==> config.mk <==
export PLATFORM = sky130hd
export DESIGN_NAME = color_keyed_sprite_blit_core
export DESIGN_NICKNAME = d
export VERILOG_FILES = /design/src/sv/ckblit_pkg.sv /design/src/sv/ckblit_regs.sv /design/src/sv/ckblit_walk.sv /design/src/sv/color_keyed_sprite_blit_core.sv
export SDC_FILE = /design/constraint.sdc
export NUM_CORES = 1
export LEC_CHECK = 0
export ABC_AREA = 1
export BUFFER_PORTS_ARGS = -buffer_cell sky130_fd_sc_hd__buf_2
export CAP_MARGIN = 20
export CELL_PAD_IN_SITES_DETAIL_PLACEMENT = 1
export CELL_PAD_IN_SITES_GLOBAL_PLACEMENT = 2
export CORE_UTILIZATION = 35
export DETAILED_ROUTE_END_ITERATION = 8
export PLACE_DENSITY = 0.81
export SYNTH_ARGS = -nofsm -noshare
export SYNTH_HDL_FRONTEND = slang
export SYNTH_SLANG_ARGS = --single-unit
==> constraint.sdc <==
create_clock -name clk_i -period 6.4 [get_ports clk_i]
set_clock_uncertainty 0.15 [all_clocks]
set_input_delay 1.28 -clock clk_i [delete_from_list [all_inputs] [get_ports clk_i]]
set_output_delay 1.28 -clock clk_i [all_outputs]
set_load 0.02 [all_outputs]
==> src/sv/ckblit_pkg.sv <==
// ----------------------------------------------------------------------------
// Sprite blitter package
// Shared widths, the key color, register indexes and the configuration type.
// ----------------------------------------------------------------------------
`default_nettype none

package ckblit_pkg;

  localparam int unsigned COLOR_W    = 32;
  localparam int unsigned ADDR_W     = 19;
  localparam int unsigned COORD_W    = 12;
  localparam int unsigned SIDE_CFG_W = 11;
  localparam int unsigned PADDR_W    = 5;
  localparam int unsigned PDATA_W    = 32;

  localparam logic [COLOR_W-1:0] KEY_COLOR = 32'hFF00FF00;

  typedef enum logic [2:0] {
    REG_DEST_X        = 3'd0,
    REG_DEST_Y        = 3'd1,
    REG_SPRITE_WIDTH  = 3'd2,
    REG_SPRITE_HEIGHT = 3'd3,
    REG_MIRROR        = 3'd4
  } reg_idx_e;

  typedef struct packed {
    logic signed [COORD_W-1:0] dest_x;
    logic signed [COORD_W-1:0] dest_y;
    logic [SIDE_CFG_W-1:0]     sprite_width;
    logic [SIDE_CFG_W-1:0]     sprite_height;
    logic                      mirror;
  } cfg_t;

endpackage

`default_nettype wire

==> src/sv/ckblit_regs.sv <==
// ----------------------------------------------------------------------------
// Sprite blitter configuration registers
// APB-style register file holding destination, sprite size and mirror mode.
// ----------------------------------------------------------------------------
`default_nettype none

module ckblit_regs (
  input  logic                            clk_i,
  input  logic                            rst_ni,
  input  logic                            psel,
  input  logic                            penable,
  input  logic                            pwrite,
  input  logic [ckblit_pkg::PADDR_W-1:0]  paddr,
  input  logic [ckblit_pkg::PDATA_W-1:0]  pwdata,
  output logic [ckblit_pkg::PDATA_W-1:0]  prdata,
  output logic                            pready,
  output ckblit_pkg::cfg_t                cfg_o
);
  import ckblit_pkg::*;

  cfg_t     cfg_q, cfg_d;
  reg_idx_e idx;
  logic     wr_en;

  assign idx    = reg_idx_e'(paddr[PADDR_W-1:2]);
  assign wr_en  = psel & penable & pwrite;
  assign pready = 1'b1;
  assign cfg_o  = cfg_q;

  always_comb begin
    cfg_d = cfg_q;
    if (wr_en) begin
      case (idx)
        REG_DEST_X:        cfg_d.dest_x        = $signed(pwdata[COORD_W-1:0]);
        REG_DEST_Y:        cfg_d.dest_y        = $signed(pwdata[COORD_W-1:0]);
        REG_SPRITE_WIDTH:  cfg_d.sprite_width  = pwdata[SIDE_CFG_W-1:0];
        REG_SPRITE_HEIGHT: cfg_d.sprite_height = pwdata[SIDE_CFG_W-1:0];
        REG_MIRROR:        cfg_d.mirror        = pwdata[0];
        default: ;
      endcase
    end
  end

  always_comb begin
    case (idx)
      REG_DEST_X:        prdata = {{(PDATA_W-COORD_W){1'b0}}, cfg_q.dest_x};
      REG_DEST_Y:        prdata = {{(PDATA_W-COORD_W){1'b0}}, cfg_q.dest_y};
      REG_SPRITE_WIDTH:  prdata = {{(PDATA_W-SIDE_CFG_W){1'b0}}, cfg_q.sprite_width};
      REG_SPRITE_HEIGHT: prdata = {{(PDATA_W-SIDE_CFG_W){1'b0}}, cfg_q.sprite_height};
      REG_MIRROR:        prdata = {{(PDATA_W-1){1'b0}}, cfg_q.mirror};
      default:           prdata = '0;
    endcase
  end

  always_ff @(posedge clk_i or negedge rst_ni) begin
    if (!rst_ni) begin
      cfg_q.dest_x        <= '0;
      cfg_q.dest_y        <= '0;
      cfg_q.sprite_width  <= SIDE_CFG_W'(1);
      cfg_q.sprite_height <= SIDE_CFG_W'(1);
      cfg_q.mirror        <= 1'b0;
    end else begin
      cfg_q <= cfg_d;
    end
  end

endmodule

`default_nettype wire

==> src/sv/ckblit_walk.sv <==
// ----------------------------------------------------------------------------
// Sprite blitter source walker
// Row and column counters over the sprite, frame position and clip/key test.
// ----------------------------------------------------------------------------
`default_nettype none

module ckblit_walk #(
  parameter int unsigned FRAME_WIDTH     = 640,
  parameter int unsigned FRAME_HEIGHT    = 480,
  parameter int unsigned MAX_SPRITE_SIDE = 1024,
  localparam int unsigned XW = $clog2(FRAME_WIDTH),
  localparam int unsigned YW = $clog2(FRAME_HEIGHT)
) (
  input  logic                            clk_i,
  input  logic                            rst_ni,
  input  ckblit_pkg::cfg_t                cfg_i,
  input  logic                            advance_i,
  input  logic [ckblit_pkg::COLOR_W-1:0]  src_pixel_i,
  output logic                            hit_o,
  output logic [XW-1:0]                   fx_o,
  output logic [YW-1:0]                   fy_o
);
  import ckblit_pkg::*;

  localparam int unsigned SIDE_W = $clog2(MAX_SPRITE_SIDE + 1);
  localparam int unsigned CNT_W  = $clog2(MAX_SPRITE_SIDE);
  localparam int unsigned CMP_W  = (SIDE_W > SIDE_CFG_W) ? SIDE_W : SIDE_CFG_W;
  localparam int unsigned POS_W  = ((SIDE_W > COORD_W) ? SIDE_W : COORD_W) + 2;

  logic [CNT_W-1:0]        col_q, col_d, row_q, row_d;
  logic [CMP_W-1:0]        w_raw, h_raw;
  logic [SIDE_W-1:0]       w_eff, h_eff, col_inc, row_inc;
  logic                    col_wrap, row_wrap;
  logic signed [POS_W-1:0] w_s, c_s, r_s, dx_s, dy_s, col_pos, fx, fy;
  logic                    in_x, in_y;

  // Sizes of zero count as one, sizes above the maximum are clamped.
  assign w_raw = CMP_W'(cfg_i.sprite_width);
  assign h_raw = CMP_W'(cfg_i.sprite_height);
  assign w_eff = (w_raw == '0) ? SIDE_W'(1) :
                 (w_raw > CMP_W'(MAX_SPRITE_SIDE)) ? SIDE_W'(MAX_SPRITE_SIDE) :
                 SIDE_W'(w_raw);
  assign h_eff = (h_raw == '0) ? SIDE_W'(1) :
                 (h_raw > CMP_W'(MAX_SPRITE_SIDE)) ? SIDE_W'(MAX_SPRITE_SIDE) :
                 SIDE_W'(h_raw);

  assign col_inc  = SIDE_W'(col_q) + SIDE_W'(1);
  assign row_inc  = SIDE_W'(row_q) + SIDE_W'(1);
  assign col_wrap = (col_inc >= w_eff);
  assign row_wrap = (row_inc >= h_eff);

  always_comb begin
    col_d = col_q;
    row_d = row_q;
    if (advance_i) begin
      if (col_wrap) begin
        col_d = '0;
        row_d = row_wrap ? '0 : CNT_W'(row_inc);
      end else begin
        col_d = CNT_W'(col_inc);
      end
    end
  end

  always_ff @(posedge clk_i or negedge rst_ni) begin
    if (!rst_ni) begin
      col_q <= '0;
      row_q <= '0;
    end else begin
      col_q <= col_d;
      row_q <= row_d;
    end
  end

  // A column left over from a larger size goes negative when mirrored.
  assign w_s     = signed'(POS_W'(w_eff));
  assign c_s     = signed'(POS_W'(col_q));
  assign r_s     = signed'(POS_W'(row_q));
  assign dx_s    = POS_W'(cfg_i.dest_x);
  assign dy_s    = POS_W'(cfg_i.dest_y);
  assign col_pos = cfg_i.mirror ? (w_s - c_s - POS_W'(1)) : c_s;
  assign fx      = dx_s + col_pos;
  assign fy      = dy_s + r_s;

  assign in_x  = !fx[POS_W-1] && (fx < signed'(POS_W'(FRAME_WIDTH)));
  assign in_y  = !fy[POS_W-1] && (fy < signed'(POS_W'(FRAME_HEIGHT)));
  assign hit_o = (src_pixel_i != KEY_COLOR) && in_x && in_y;
  assign fx_o  = fx[XW-1:0];
  assign fy_o  = fy[YW-1:0];

endmodule

`default_nettype wire

==> src/sv/color_keyed_sprite_blit_core.sv <==
// ----------------------------------------------------------------------------
// Color-keyed sprite blitter core
// Maps a row-major pixel stream onto frame-buffer writes with key and clipping.
// A pixel that yields a write is registered in the position stage, then in the
// address multiply stage, before it shows on the output.
// Throughput: 1 pixel per cycle; a stall on the output holds the pipeline.
// Reset: counters, valid flags and config registers reset; data registers do not.
// ----------------------------------------------------------------------------
`default_nettype none

module color_keyed_sprite_blit_core #(
  parameter int unsigned FRAME_WIDTH     = 640,
  parameter int unsigned FRAME_HEIGHT    = 480,
  parameter int unsigned MAX_SPRITE_SIDE = 1024
) (
  input  logic                            clk_i,
  input  logic                            rst_ni,
  input  logic                            psel,
  input  logic                            penable,
  input  logic                            pwrite,
  input  logic [ckblit_pkg::PADDR_W-1:0]  paddr,
  input  logic [ckblit_pkg::PDATA_W-1:0]  pwdata,
  output logic [ckblit_pkg::PDATA_W-1:0]  prdata,
  output logic                            pready,
  input  logic                            in_valid_i,
  output logic                            in_ready_o,
  input  logic [ckblit_pkg::COLOR_W-1:0]  src_pixel_i,
  output logic                            out_valid_o,
  input  logic                            out_ready_i,
  output logic [ckblit_pkg::ADDR_W-1:0]   fb_address_o,
  output logic [ckblit_pkg::COLOR_W-1:0]  pixel_color_o
);
  import ckblit_pkg::*;

  localparam int unsigned XW     = $clog2(FRAME_WIDTH);
  localparam int unsigned YW     = $clog2(FRAME_HEIGHT);
  localparam int unsigned PROD_W = XW + YW;

  cfg_t                cfg;
  logic                accept, hit, out_go, s1_go;
  logic [XW-1:0]       fx;
  logic [YW-1:0]       fy;
  logic                s1_valid_q, s1_valid_d, out_valid_q, out_valid_d;
  logic [XW-1:0]       s1_fx_q;
  logic [YW-1:0]       s1_fy_q;
  logic [COLOR_W-1:0]  s1_color_q, out_color_q;
  logic [ADDR_W-1:0]   out_addr_q, out_addr_d;
  logic [PROD_W-1:0]   prod;

  ckblit_regs u_regs (
    .clk_i   (clk_i),
    .rst_ni  (rst_ni),
    .psel    (psel),
    .penable (penable),
    .pwrite  (pwrite),
    .paddr   (paddr),
    .pwdata  (pwdata),
    .prdata  (prdata),
    .pready  (pready),
    .cfg_o   (cfg)
  );

  ckblit_walk #(
    .FRAME_WIDTH     (FRAME_WIDTH),
    .FRAME_HEIGHT    (FRAME_HEIGHT),
    .MAX_SPRITE_SIDE (MAX_SPRITE_SIDE)
  ) u_walk (
    .clk_i       (clk_i),
    .rst_ni      (rst_ni),
    .cfg_i       (cfg),
    .advance_i   (accept),
    .src_pixel_i (src_pixel_i),
    .hit_o       (hit),
    .fx_o        (fx),
    .fy_o        (fy)
  );

  // Each stage moves when the one after it is empty or draining. Dropped
  // pixels never occupy a stage, they only advance the counters.
  assign out_go     = !out_valid_q || out_ready_i;
  assign s1_go      = !s1_valid_q || out_go;
  assign in_ready_o = s1_go;
  assign accept     = in_valid_i && s1_go;

  assign s1_valid_d  = s1_go ? (accept && hit) : s1_valid_q;
  assign out_valid_d = out_go ? s1_valid_q : out_valid_q;

  assign prod       = PROD_W'(s1_fy_q) * PROD_W'(FRAME_WIDTH) + PROD_W'(s1_fx_q);
  assign out_addr_d = ADDR_W'(prod);

  always_ff @(posedge clk_i or negedge rst_ni) begin
    if (!rst_ni) begin
      s1_valid_q  <= 1'b0;
      out_valid_q <= 1'b0;
    end else begin
      s1_valid_q  <= s1_valid_d;
      out_valid_q <= out_valid_d;
    end
  end

  always_ff @(posedge clk_i) begin
    if (accept && hit) begin
      s1_fx_q    <= fx;
      s1_fy_q    <= fy;
      s1_color_q <= src_pixel_i;
    end
    if (out_go && s1_valid_q) begin
      out_addr_q  <= out_addr_d;
      out_color_q <= s1_color_q;
    end
  end

  assign out_valid_o   = out_valid_q;
  assign fb_address_o  = out_addr_q;
  assign pixel_color_o = out_color_q;

endmodule

`default_nettype wire

# After elaboration in Yosys (flattened, before gate mapping)
# Cells that the tools add are included.
word_totals:
  in_bits: 76
  output_inout_bits: 86
  reg_bits: 171
  elab_cells: 65
classes:
  bitwise: 2
  mul: 1
  muxes: 8
  addsub: 7
  n_reduce_logical: 22
  eq_ne: 5
  n_lt_le_gt_ge: 6
op_table:
  columns: ["op", "n"]
  rows:
  - ["case mux 12 bit (5 select lines)", 1]
  - ["2-to-1 mux 11 bit", 4]
  - ["!= test 32 bit (second input constant)", 1]
  - ["adder 10 x 1 -> 11 bit (second input constant)", 2]
  - ["greater-or-equal comparator 11 bit", 2]
  - ["> comparator 11 bit (second input constant)", 2]
  - ["zero test 11 bit", 2]
  - ["2-to-1 mux 10 bit", 2]
  - ["adder 19 x 10 -> 19 bit", 1]
  - ["adder 12 x 14 -> 14 bit", 1]
  - ["less-than comparator 14 x 10 -> 1 bit (second input constant)", 1]
  - ["less-than comparator 14 x 11 -> 1 bit (second input constant)", 1]
  - ["2-to-1 mux 14 bit", 1]
  - ["subtractor 14 x 2 -> 14 bit (second input constant)", 1]
  - ["adder 12 x 11 -> 13 bit", 1]
  - ["multiplier 9 x 3 -> 12 bit (second input constant)", 1]
  - ["AND reduction 2 bit", 6]
  - ["subtractor 11 x 10 -> 12 bit", 1]
  - ["logical AND 1 bit", 7]
  - ["equality test 3 x 2 -> 1 bit (second input constant)", 2]
  - ["zero test 1 bit", 4]
  - ["equality test 3 x 1 -> 1 bit (second input constant)", 1]
  - ["equality test 3 bit (second input constant)", 1]
  - ["zero test 3 bit", 1]
  - ["2 further kinds", 4]

# Longest topological paths before layout
# Gate-level depths: netlist of run 1.
depth:
  word_depth: 12
  ltp_mapped: 34

# By module
# A second synthesis of run 1 with hierarchy kept.
hier_totals:
  cells_unflattened: 1253
  area_unflattened_um2: 10742.8
by_module_without_submodules:
  columns: ["mod", "instances", "seq_area_each_um2", "cells_per_inst", "area_each_um2"]
  rows:
  - ["ckblit_walk", 1, 500.5, 694, 4257.8]
  - ["color_keyed_sprite_blit_core", 1, 3113.0, 249, 3997.6]
  - ["ckblit_regs", 1, 1178.6, 310, 2487.4]

# Least setup slack after synthesis of run 1
# Ideal clock, no wire load.
synth_timing:
  kind: "reg-to-reg"
  startpoint: "register u_regs.cfg_q, in the netlist u_regs.cfg_o[15]"
  endpoint: "register s1_color_q[0] (enable)"
  setup_ns: 0.405
  path_buffers: 0
  stages_incl_launch_ff: 32
  path_slack_ns: 0.863
  arrival_ns: 4.982
  cell_sequence: "dfrtp_1 -> nor4_1 -> nand3_1 -> nor3_1 -> nor2_1 -> inv_1 -> nand2_1 -> ha_1 -> inv_1 -> fa_1 -> inv_1 -> ha_1 -> nand2_1 -> nor2_4 -> nand4_2 -> nor2_2 -> nor2_1 -> a22oi_1 -> ha_1 -> inv_1 -> o21ai_0 -> nor2_1 -> inv_1 -> a21oi_1 -> nand2_1 -> nand2_1 -> nand2_1 -> inv_1 -> nand3_1 -> nand2_1 -> nand2_1 -> inv_1"
synth_via:
  elab_chain_len: 12
  elab_cells_between_ends: 14
  classes_between: "add/sub: 3; order compare: 2; mux: 3; reduce/logical: 6"
synth_rtl:
  columns: ["element", "line", "source"]
  rows:
  - ["start, declared", "ckblit_regs.sv:21", "cfg_t cfg_q, cfg_d;"]
  - ["start signal, assigned", "ckblit_regs.sv:63", "cfg_q <= cfg_d;"]
  - ["> comparator 11 bit", "ckblit_walk.sv:41", "(w_raw > CMP_W'(MAX_SPRITE_SIDE)) ? SIDE_W'(MAX_SPRITE_SIDE) :"]
  - ["2-to-1 mux 11 bit", "ckblit_walk.sv:41", null]
  - ["2-to-1 mux 11 bit (*)", "ckblit_walk.sv:40", "assign w_eff = (w_raw == '0) ? SIDE_W'(1) :"]
  - ["subtractor 11 x 10 -> 12 bit (*)", "ckblit_walk.sv:81", "assign col_pos = cfg_i.mirror ? (w_s - c_s - POS_W'(1)) : c_s;"]
  - ["subtractor 14 x 2 -> 14 bit (*)", "ckblit_walk.sv:81", null]
  - ["2-to-1 mux 14 bit (*)", "ckblit_walk.sv:81", null]
  - ["adder 12 x 14 -> 14 bit (*)", "ckblit_walk.sv:82", "assign fx = dx_s + col_pos;"]
  - ["less-than comparator 14 x 11 -> 1 bit / zero test 1 bit (equally long branches)", "ckblit_walk.sv:85", "assign in_x = !fx[POS_W-1] && (fx < signed'(POS_W'(FRAME_WIDTH)));"]
  - ["logical AND 1 bit (*)", "ckblit_walk.sv:85", null]
  - ["logical AND 1 bit (*) (2 in series)", "ckblit_walk.sv:87", "assign hit_o = (src_pixel_i != KEY_COLOR) && in_x && in_y;"]
  - ["logical AND 1 bit (*)", "color_keyed_sprite_blit_core.sv:102", "if (accept && hit) begin"]
  - ["end signal, assigned", "color_keyed_sprite_blit_core.sv:105", "s1_color_q <= src_pixel_i;"]
  - ["end, declared", "color_keyed_sprite_blit_core.sv:46", "logic [COLOR_W-1:0] s1_color_q, out_color_q;"]
# Every way passes the cells marked *; elsewhere a longest branch is shown, timed or not.
# A chain may end at the register's enable or synchronous reset.

# Worst setup path in the final report of run 1
layout_timing:
  startpoint: "register u_regs.cfg_q, in the netlist u_regs.cfg_o[15]"
  endpoint: "register s1_fy_q[2] (enable)"
layout_via:
  elab_chain_len: 12
  elab_cells_between_ends: 14
  classes_between: "add/sub: 3; order compare: 2; mux: 3; reduce/logical: 6"
layout_rtl:
  columns: ["element", "line", "source"]
  rows:
  - ["> comparator 11 bit", "ckblit_walk.sv:41", null]
  - ["2-to-1 mux 11 bit", "ckblit_walk.sv:41", null]
  - ["2-to-1 mux 11 bit (*)", "ckblit_walk.sv:40", null]
  - ["subtractor 11 x 10 -> 12 bit (*)", "ckblit_walk.sv:81", null]
  - ["subtractor 14 x 2 -> 14 bit (*)", "ckblit_walk.sv:81", null]
  - ["2-to-1 mux 14 bit (*)", "ckblit_walk.sv:81", null]
  - ["adder 12 x 14 -> 14 bit (*)", "ckblit_walk.sv:82", null]
  - ["named net fx[9]", "color_keyed_sprite_blit_core.sv:41", "logic [XW-1:0] fx;"]
  - ["less-than comparator 14 x 11 -> 1 bit (*)", "ckblit_walk.sv:85", null]
  - ["logical AND 1 bit (*)", "ckblit_walk.sv:85", null]
  - ["logical AND 1 bit (*) (2 in series)", "ckblit_walk.sv:87", null]
  - ["logical AND 1 bit (*)", "color_keyed_sprite_blit_core.sv:102", null]
  - ["end signal, assigned", "color_keyed_sprite_blit_core.sv:104", "s1_fy_q <= fy;"]
  - ["end, declared", "color_keyed_sprite_blit_core.sv:45", "logic [YW-1:0] s1_fy_q;"]
# Mark *: on every way through the listed nets, which the timed path passes. The rest lies on a longest branch.

==> results.md, run 1 <==
- RePlAce Congestion: 0.817
- Syn Area/Cell: 8.80 µm²
- Instance count of the mapped netlist: 1154
- Num CTS Buffers: 17
- First-pass GRT wire length: 44400 µm
- Detailed Route WL: 27400 µm
- Setup TNS: 0 ns
- Global Route Usage Sum: 19.6%
- Pins Over Slew Limit: 0
- RSZ-0062 raised after global routing: false
- CTS root buffer: clkbuf_16
- Share of layout cells above drive strength 1: 14.8%
- Pwr/cell area: about 370 nW/µm²
- Register bit total from synthesis: 171
- Tcrit/Tclk final: 91.5%
- Core outline area: 28200 µm²
- Register area share after synthesis: 47.2%
- Avg Vias per Cell: 4.90
- Synth-to-layout area growth: 15.4%
- CTS tree: done
- Mapped Area: between 10000 and 15000 µm²
- Initial antenna violation count: 1
- Post-route insts no fill: 1668
- RR Endpoint: s1_fy_q[2]
- Worst-margin pin slew: 0.985 ns
- Mux contribution to synthesized area: 0%
- Crit-path max cell delay: 0.43 ns
- Critical path class: reg -> reg
- Warnings from Yosys: 0
- Number of global-route vias before repair: 8407
- FFs w/ async S/R, synth: 40.4%
- Required @ worst endpoint: 6.35 ns
- Worst hold path type: reg -> reg
- Most common cell after layout, fill and taps aside: nand2_1
- # nets final: 1434
- Final ANT Viol Nets: 0
- Drt wl/cell: 16.4 µm
- Most used cell, CP: nand2_1
- Min cycle time layout: 5.86 ns
- Synth Area in Simple Gates: 22.0%
- F_max: 171 MHz
- Via Count: 8165
- # IOs: 162
- Compound-gate portion of the synthesized area: under 10%
- Cells after DPL: 1636
- Largest family of logic cells by synthesized area: simple AND/OR/NAND/NOR gates
- Worst Path Arrival: 5.81 ns
- # diodes: 0
- Worst skew pair latency: around 0.43 ns
- Post-synth top flop: edfxtp_1
- Post-synthesis adder-cell area fraction: between 10 and 15%
- R2r worst-path depth: 30
- Pleak: 5.55 nW
- FF-to-FF Start: u_regs.cfg_o[15]
- Hold_sp: s1_color_q[30]
- Hold path cells: 0
- CTS Buffer Depth: 2
- Crit-path slowest cell: fa_1
- Final Hold Vio Count: 0
- H-tree depth: 4
- Synth cell types: 51
- Rows: 61
- Hold slack: 0.262 ns
- Worst VDD drop: 0.000139 V
- MaxCap Viol Count: 0
- Initial Utilization: 36.0%
- Chip Height: between 150 and 200 µm
- Synth Area in XOR/XNOR: 4.11%
- Slew headroom: between 30% and 40%
- CTS sink count: 171
- Pin count of the biggest net entering global routing: 70
- DRC: 0
- Final Setup Violations: 0
- Reg clk slew, reported paths: 0.08 ns
- Die width: 172 µm
- Crit path capture type: flop
- TritonRoute pass-1 iters: 5
- Die area: 29700 µm²
- PortBufs: 118
- Hold path endpoint: pixel_color_o[30]
- DP HPWL: 21500 µm
- Gr ovfl total: 0
- Post-synth EDFFs: 102
- Drt initial violations: between 300 and 400
- Worst reg2reg setup slack: between 0.5 and 0.6 ns
- CP startpoint kind: flop
- Outcome: complete, no violations
- Critical path fanouts, max: 51
- Most frequent cells in the layout: nand2_1, inv_1, buf_2, edfxtp_1, o21ai_0
sequential cells by signal, indices dropped and copies added (netlist names), 9 cells and up:
signal         flops
u_regs.cfg_o      47
pixel_color_o     32
s1_color_q        32
fb_address_o      19
s1_fx_q           10
u_walk.col_q      10
u_walk.row_q      10
s1_fy_q            9
stage by stage:
| step | worst slack, ns | area (µm²) | total power, mW | utilization [%] |
|---|---|---|---|---|
| detailed placement | 0.409 | 11100 | 3.32 | 39.5 |
| CTS | 0.372 | 11700 | 4.38 | 41.5 |
| global route | 0.0326 | 11700 | 4.67 | 41.6 |
| global placement | 0.492 | 11100 | 3.27 | 39.5 |
| floorplan | 0.863 | 10200 | 2.83 | - |
| finish | 0.542 | 11700 | 4.31 | 41.6 |
how the worst max path moves through the flow:
stage | slack (ns) | to | cells past startpoint | start
floorplan | 0.86 | s1_color_q[0] | 31 | u_regs.cfg_o[15]
finish | 0.54 | s1_fy_q[2] | 30 | u_regs.cfg_o[15]
CTS | 0.37 | s1_fy_q[8] | 30 | u_regs.cfg_o[15]
global placement | 0.49 | s1_color_q[27] | 29 | u_regs.cfg_o[15]
global route | 0.03 | s1_fy_q[8] | 30 | u_regs.cfg_o[15]
detailed placement | 0.41 | s1_color_q[27] | 30 | u_regs.cfg_o[15]
repair_timing:
item | 4_1_cts | 5_1_grt
setup buffers | 0 | 0
hold buffers | 0 | 0
setup endpoints to repair | 0 | 51
gates resized for setup | 0 | 2
critical path: cells and delay by family, from the launching register on:
family / cells / cell delay [ns]
and+or+nand+nor: 17 / 2.35
adders and majority gates: 4 / 1.13
buffers and inverters: 6 / 0.86
DFF: 1 / 0.42
AOI/OAI and AO/OA: 3 / 0.51
cell families after synthesis:
logic type / count (synthesis)
flops: 171
simple gates: 510
fa+ha+maj: 81
buf+inv: 190
other cells: 2
compound gates: 155
xor+xnor: 45
final cells by class:
cell class | count | area [µm²]
Clock inverter | 15 | 156
Clock buffer | 17 | 425
Inverter | 151 | 567
Fill cell | 3402 | 16500
Timing Repair Buffer | 124 | 648
Sequential cell | 171 | 4790
Multi-Input combinational cell | 812 | 4650
Tap cell | 378 | 473
routing by layer:
layer | global-route usage (%) | wire length, µm | vias to the layer above
met5 | 0 | 12 | -
met2 | 33.3 | 13100 | 185
met1 | 26.3 | 12800 | 3896
met3 | 2.98 | 1360 | 10
li1 | - | - | 4072
met4 | 3.96 | 147 | 2
where the power goes:
| part | switching, mW | leakage (nW) | total (mW) | internal, mW |
|---|---|---|---|---|
| Clock | 0.485 | 0.281 | 1.04 | 0.553 |
| Sequential | 0.139 | 1.83 | 1.56 | 1.42 |
| Combinational | 1.13 | 3.43 | 1.71 | 0.585 |
cell usage after synthesis (3+ instances only):
cell type / count / area share (%)
nand2_1: 293 / 11
inv_1: 149 / 5.5
edfxtp_1: 102 / 30
o21ai_0: 87 / 4.3
ha_1: 76 / 9.4
nor2_1: 75 / 2.8
dfrtp_1: 67 / 17
nand3_1: 64 / 3.2
a21oi_1: 40 / 2.0
xor2_1: 33 / 2.8
nand4_1: 31 / 1.9
buf_4: 21 / 1.6
clkbuf_1: 16 / 0.59
nor3_1: 11 / 0.54
xnor2_1: 9 / 0.78
nand2_2: 8 / 0.49
o31ai_1: 8 / 0.59
fa_1: 5 / 0.99
nand3b_1: 5 / 0.37
a31oi_1: 4 / 0.25
nor2_2: 4 / 0.25
nand3_2: 3 / 0.30
nor4_1: 3 / 0.18
o21bai_1: 3 / 0.22
No activity file was read; power rests on OpenSTA's default activity.
==> run 2: changes to the inputs <==
Settings changed: CORE_UTILIZATION 35 to 37, PLACE_DENSITY 0.81 to 0.85.
Clock period 6.4 ns to 6.9 ns, I/O delays scaled along.
==> run 2 against run 1 <==
Setup slack gained 0.51 ns. Final cell count down 2.2%. Clock power fell by 4%. Core utilization grew 1.7 points. Worst hold slack got worse by 0.0026 ns. Fmax rose by 0.17%. Flip-flop and latch count unchanged. Largest power group unchanged.
==> results.md, run 2 (synthesis results as in run 1) <==
- Outcome: complete, no violations
- Final Setup Violations: 0
- Slew headroom: 36.2%
- DRC: 0
- Rows: 60
- Min cycle time layout: 5.85 ns
- Via Count: 8078
- Die width: 168 µm
- Tcrit/Tclk final: 84.8%
- Worst VDD drop: 0.000130 V
- CTS Buffer Depth: 2
- Worst reg2reg setup slack: 1.05 ns
- R2r worst-path depth: 32
- Post-Place Setup Slack: 1.07 ns
- Largest delay share family, worst path: simple AND/OR/NAND/NOR gates
- Most used cell, CP: nand2_1
- RR Endpoint: s1_fx_q[4]
- FF-to-FF Start: u_regs.cfg_o[15]
- Hold Buf Count CTS: 0
- Crit path capture type: flop
- # IOs: 162
- Final Hold Vio Count: 0
- # diodes: 0
- Gr ovfl total: 0
- Worst Setup SP: u_regs.cfg_o[15]
- Worst-margin pin slew: between 0.9 and 1 ns
- Initial Utilization: a little under two fifths
- Core outline area: 27000 µm²
- Number of global-route vias before repair: 8370
- Most frequent cells in the layout: nand2_1, inv_1, buf_2, edfxtp_1, o21ai_0
- Drt initial violations: 451
- Avg Vias per Cell: between 4 and 5
- Psw: 1.62 mW
- Max reg flops: 47
- Post-layout power: approximately 4.0 mW
- Post-route insts no fill: 1631
- Pint: 2.42 mW
- Die area: 28100 µm²
- Global Route Usage Sum: between 15 and 20%
- CP endpoint: s1_fx_q[4]
- Worst skew pair latency: 0.43 ns
- Worst hold path type: reg -> reg
- Most common cell after layout, fill and taps aside: nand2_1
- Pins Over Slew Limit: 0
- Crit-path max cell delay: 0.42 ns
- MaxCap Viol Count: 0
- Worst Path Arrival: around 5.8 ns
- Required @ worst endpoint: 6.85 ns
- Pleak: 5.56 nW
- Final ANT Viol Nets: 0
- Combinational share of power: a little under 40%
- CP Depth: 32
- Switching share of power: 40.2%
- RePlAce Congestion: 0.854
- Filler cells: 3235
- H-tree depth: 4
- Crit-path slowest cell: dfrtp_1
- Clock power frac: 24.7%
- TritonRoute pass-1 iters: 4
- Critical path fanouts, max: 51
- Resized Gates After CTS: 0
- Placed inst area: between 10000 and 15000 µm²
- Drt wl/cell: 16.5 µm
- Seq pwr share: a little over a third
- Post-CTS Repair Setup Buffers: 0
- Pin count of the biggest net entering global routing: 70
- Reg clk slew, reported paths: 0.08 ns
- Critical path class: reg -> reg
- PortBufs: 118
- WP buf/inv: 6
- First-pass GRT wire length: 43500 µm
- DP HPWL: 21500 µm
- CTS sink count: 171
- Final worst setup slack: 1.05 ns
- F_max: 171 MHz
- Pwr/cell area: ~350 nW/µm²
- RSZ-0062 raised after global routing: false
- CP startpoint kind: flop
- Cells after DPL: 1599
- Synth-to-layout area growth: 15.1%
- # nets final: 1434
- Chip Height: 168 µm
- CTS tree: done
- Detailed Route WL: 26900 µm
- CTS root buffer: clkbuf_16
- Num CTS Buffers: 17
- Share of layout cells above drive strength 1: 14.7%
- Fin area: ~12000 µm²
- Setup TNS: 0 ns
- Initial antenna violation count: 0
[run 2: cell types whose count changed in the layout (fill, tap and decap cells not counted)]
cell        previous run  this run
bufinv_16              1         2
clkbuf_1               0         1
clkinv_1               2         1
clkinvlp_4             2         0
inv_6                  5         6
nor3_1                10        11
nor3_2                 3         2
nor4_1                 2         3
nor4_2                 2         1
[run 2: area by class of cell]
| cell class | count | area, µm² | area share [%] |
|---|---|---|---|
| flip-flops and latches | 171 | 4790 | 41.0 |
| clock buffers | 18 | 429 | 3.67 |
| repair buffers | 124 | 648 | 5.55 |
| well taps | 341 | 427 | 3.65 |
| inverters | 151 | 567 | 4.85 |
| clock inverters | 14 | 176 | 1.51 |
| multi-input cells | 812 | 4640 | 39.7 |
[run 2: power groups by stage]
| stage | clock [mW] | combinational [mW] | sequential, mW |
|---|---|---|---|
| after detailed placement | 0 | 1.61 | 1.47 |
| after global routing | 1.06 | 1.83 | 1.47 |
| after floorplan | 0 | 1.14 | 1.48 |
| after CTS | 1.02 | 1.62 | 1.45 |
| after global placement | 0 | 1.57 | 1.46 |
| final | 0.998 | 1.60 | 1.44 |
[run 2: per-layer routing]
metal / track usage (%) / vias up / wire [µm]
li1: - / 4068 / -
met1: 26.8 / 3826 / 13000
met2: 33.4 / 166 / 12600
met3: 3.24 / 18 / 1000
met4: 4.39 / 0 / 327
met5: 0 / - / 0
[run 2: stage by stage]
step | util [%] | hold WS, ns
after floorplan | - | 0.250
after global placement | 41.1 | 0.250
after detailed placement | 41.1 | 0.255
after CTS | 43.3 | 0.259
after global routing | 43.3 | 0.262
final | 43.3 | 0.260
[run 2: how the worst min path moves through the flow]
stage / startpoint / to / slack, ns / depth (start not counted)
after global routing: s1_fx_q[5] / fb_address_o[5] / 0.26 / 0
after global placement: s1_color_q[21] / pixel_color_o[21] / 0.25 / 0
after floorplan: s1_fx_q[0] / fb_address_o[0] / 0.25 / 0
final: s1_fx_q[4] / fb_address_o[4] / 0.26 / 0
after CTS: s1_fx_q[4] / fb_address_o[4] / 0.26 / 0
after detailed placement: s1_color_q[6] / pixel_color_o[6] / 0.26 / 0
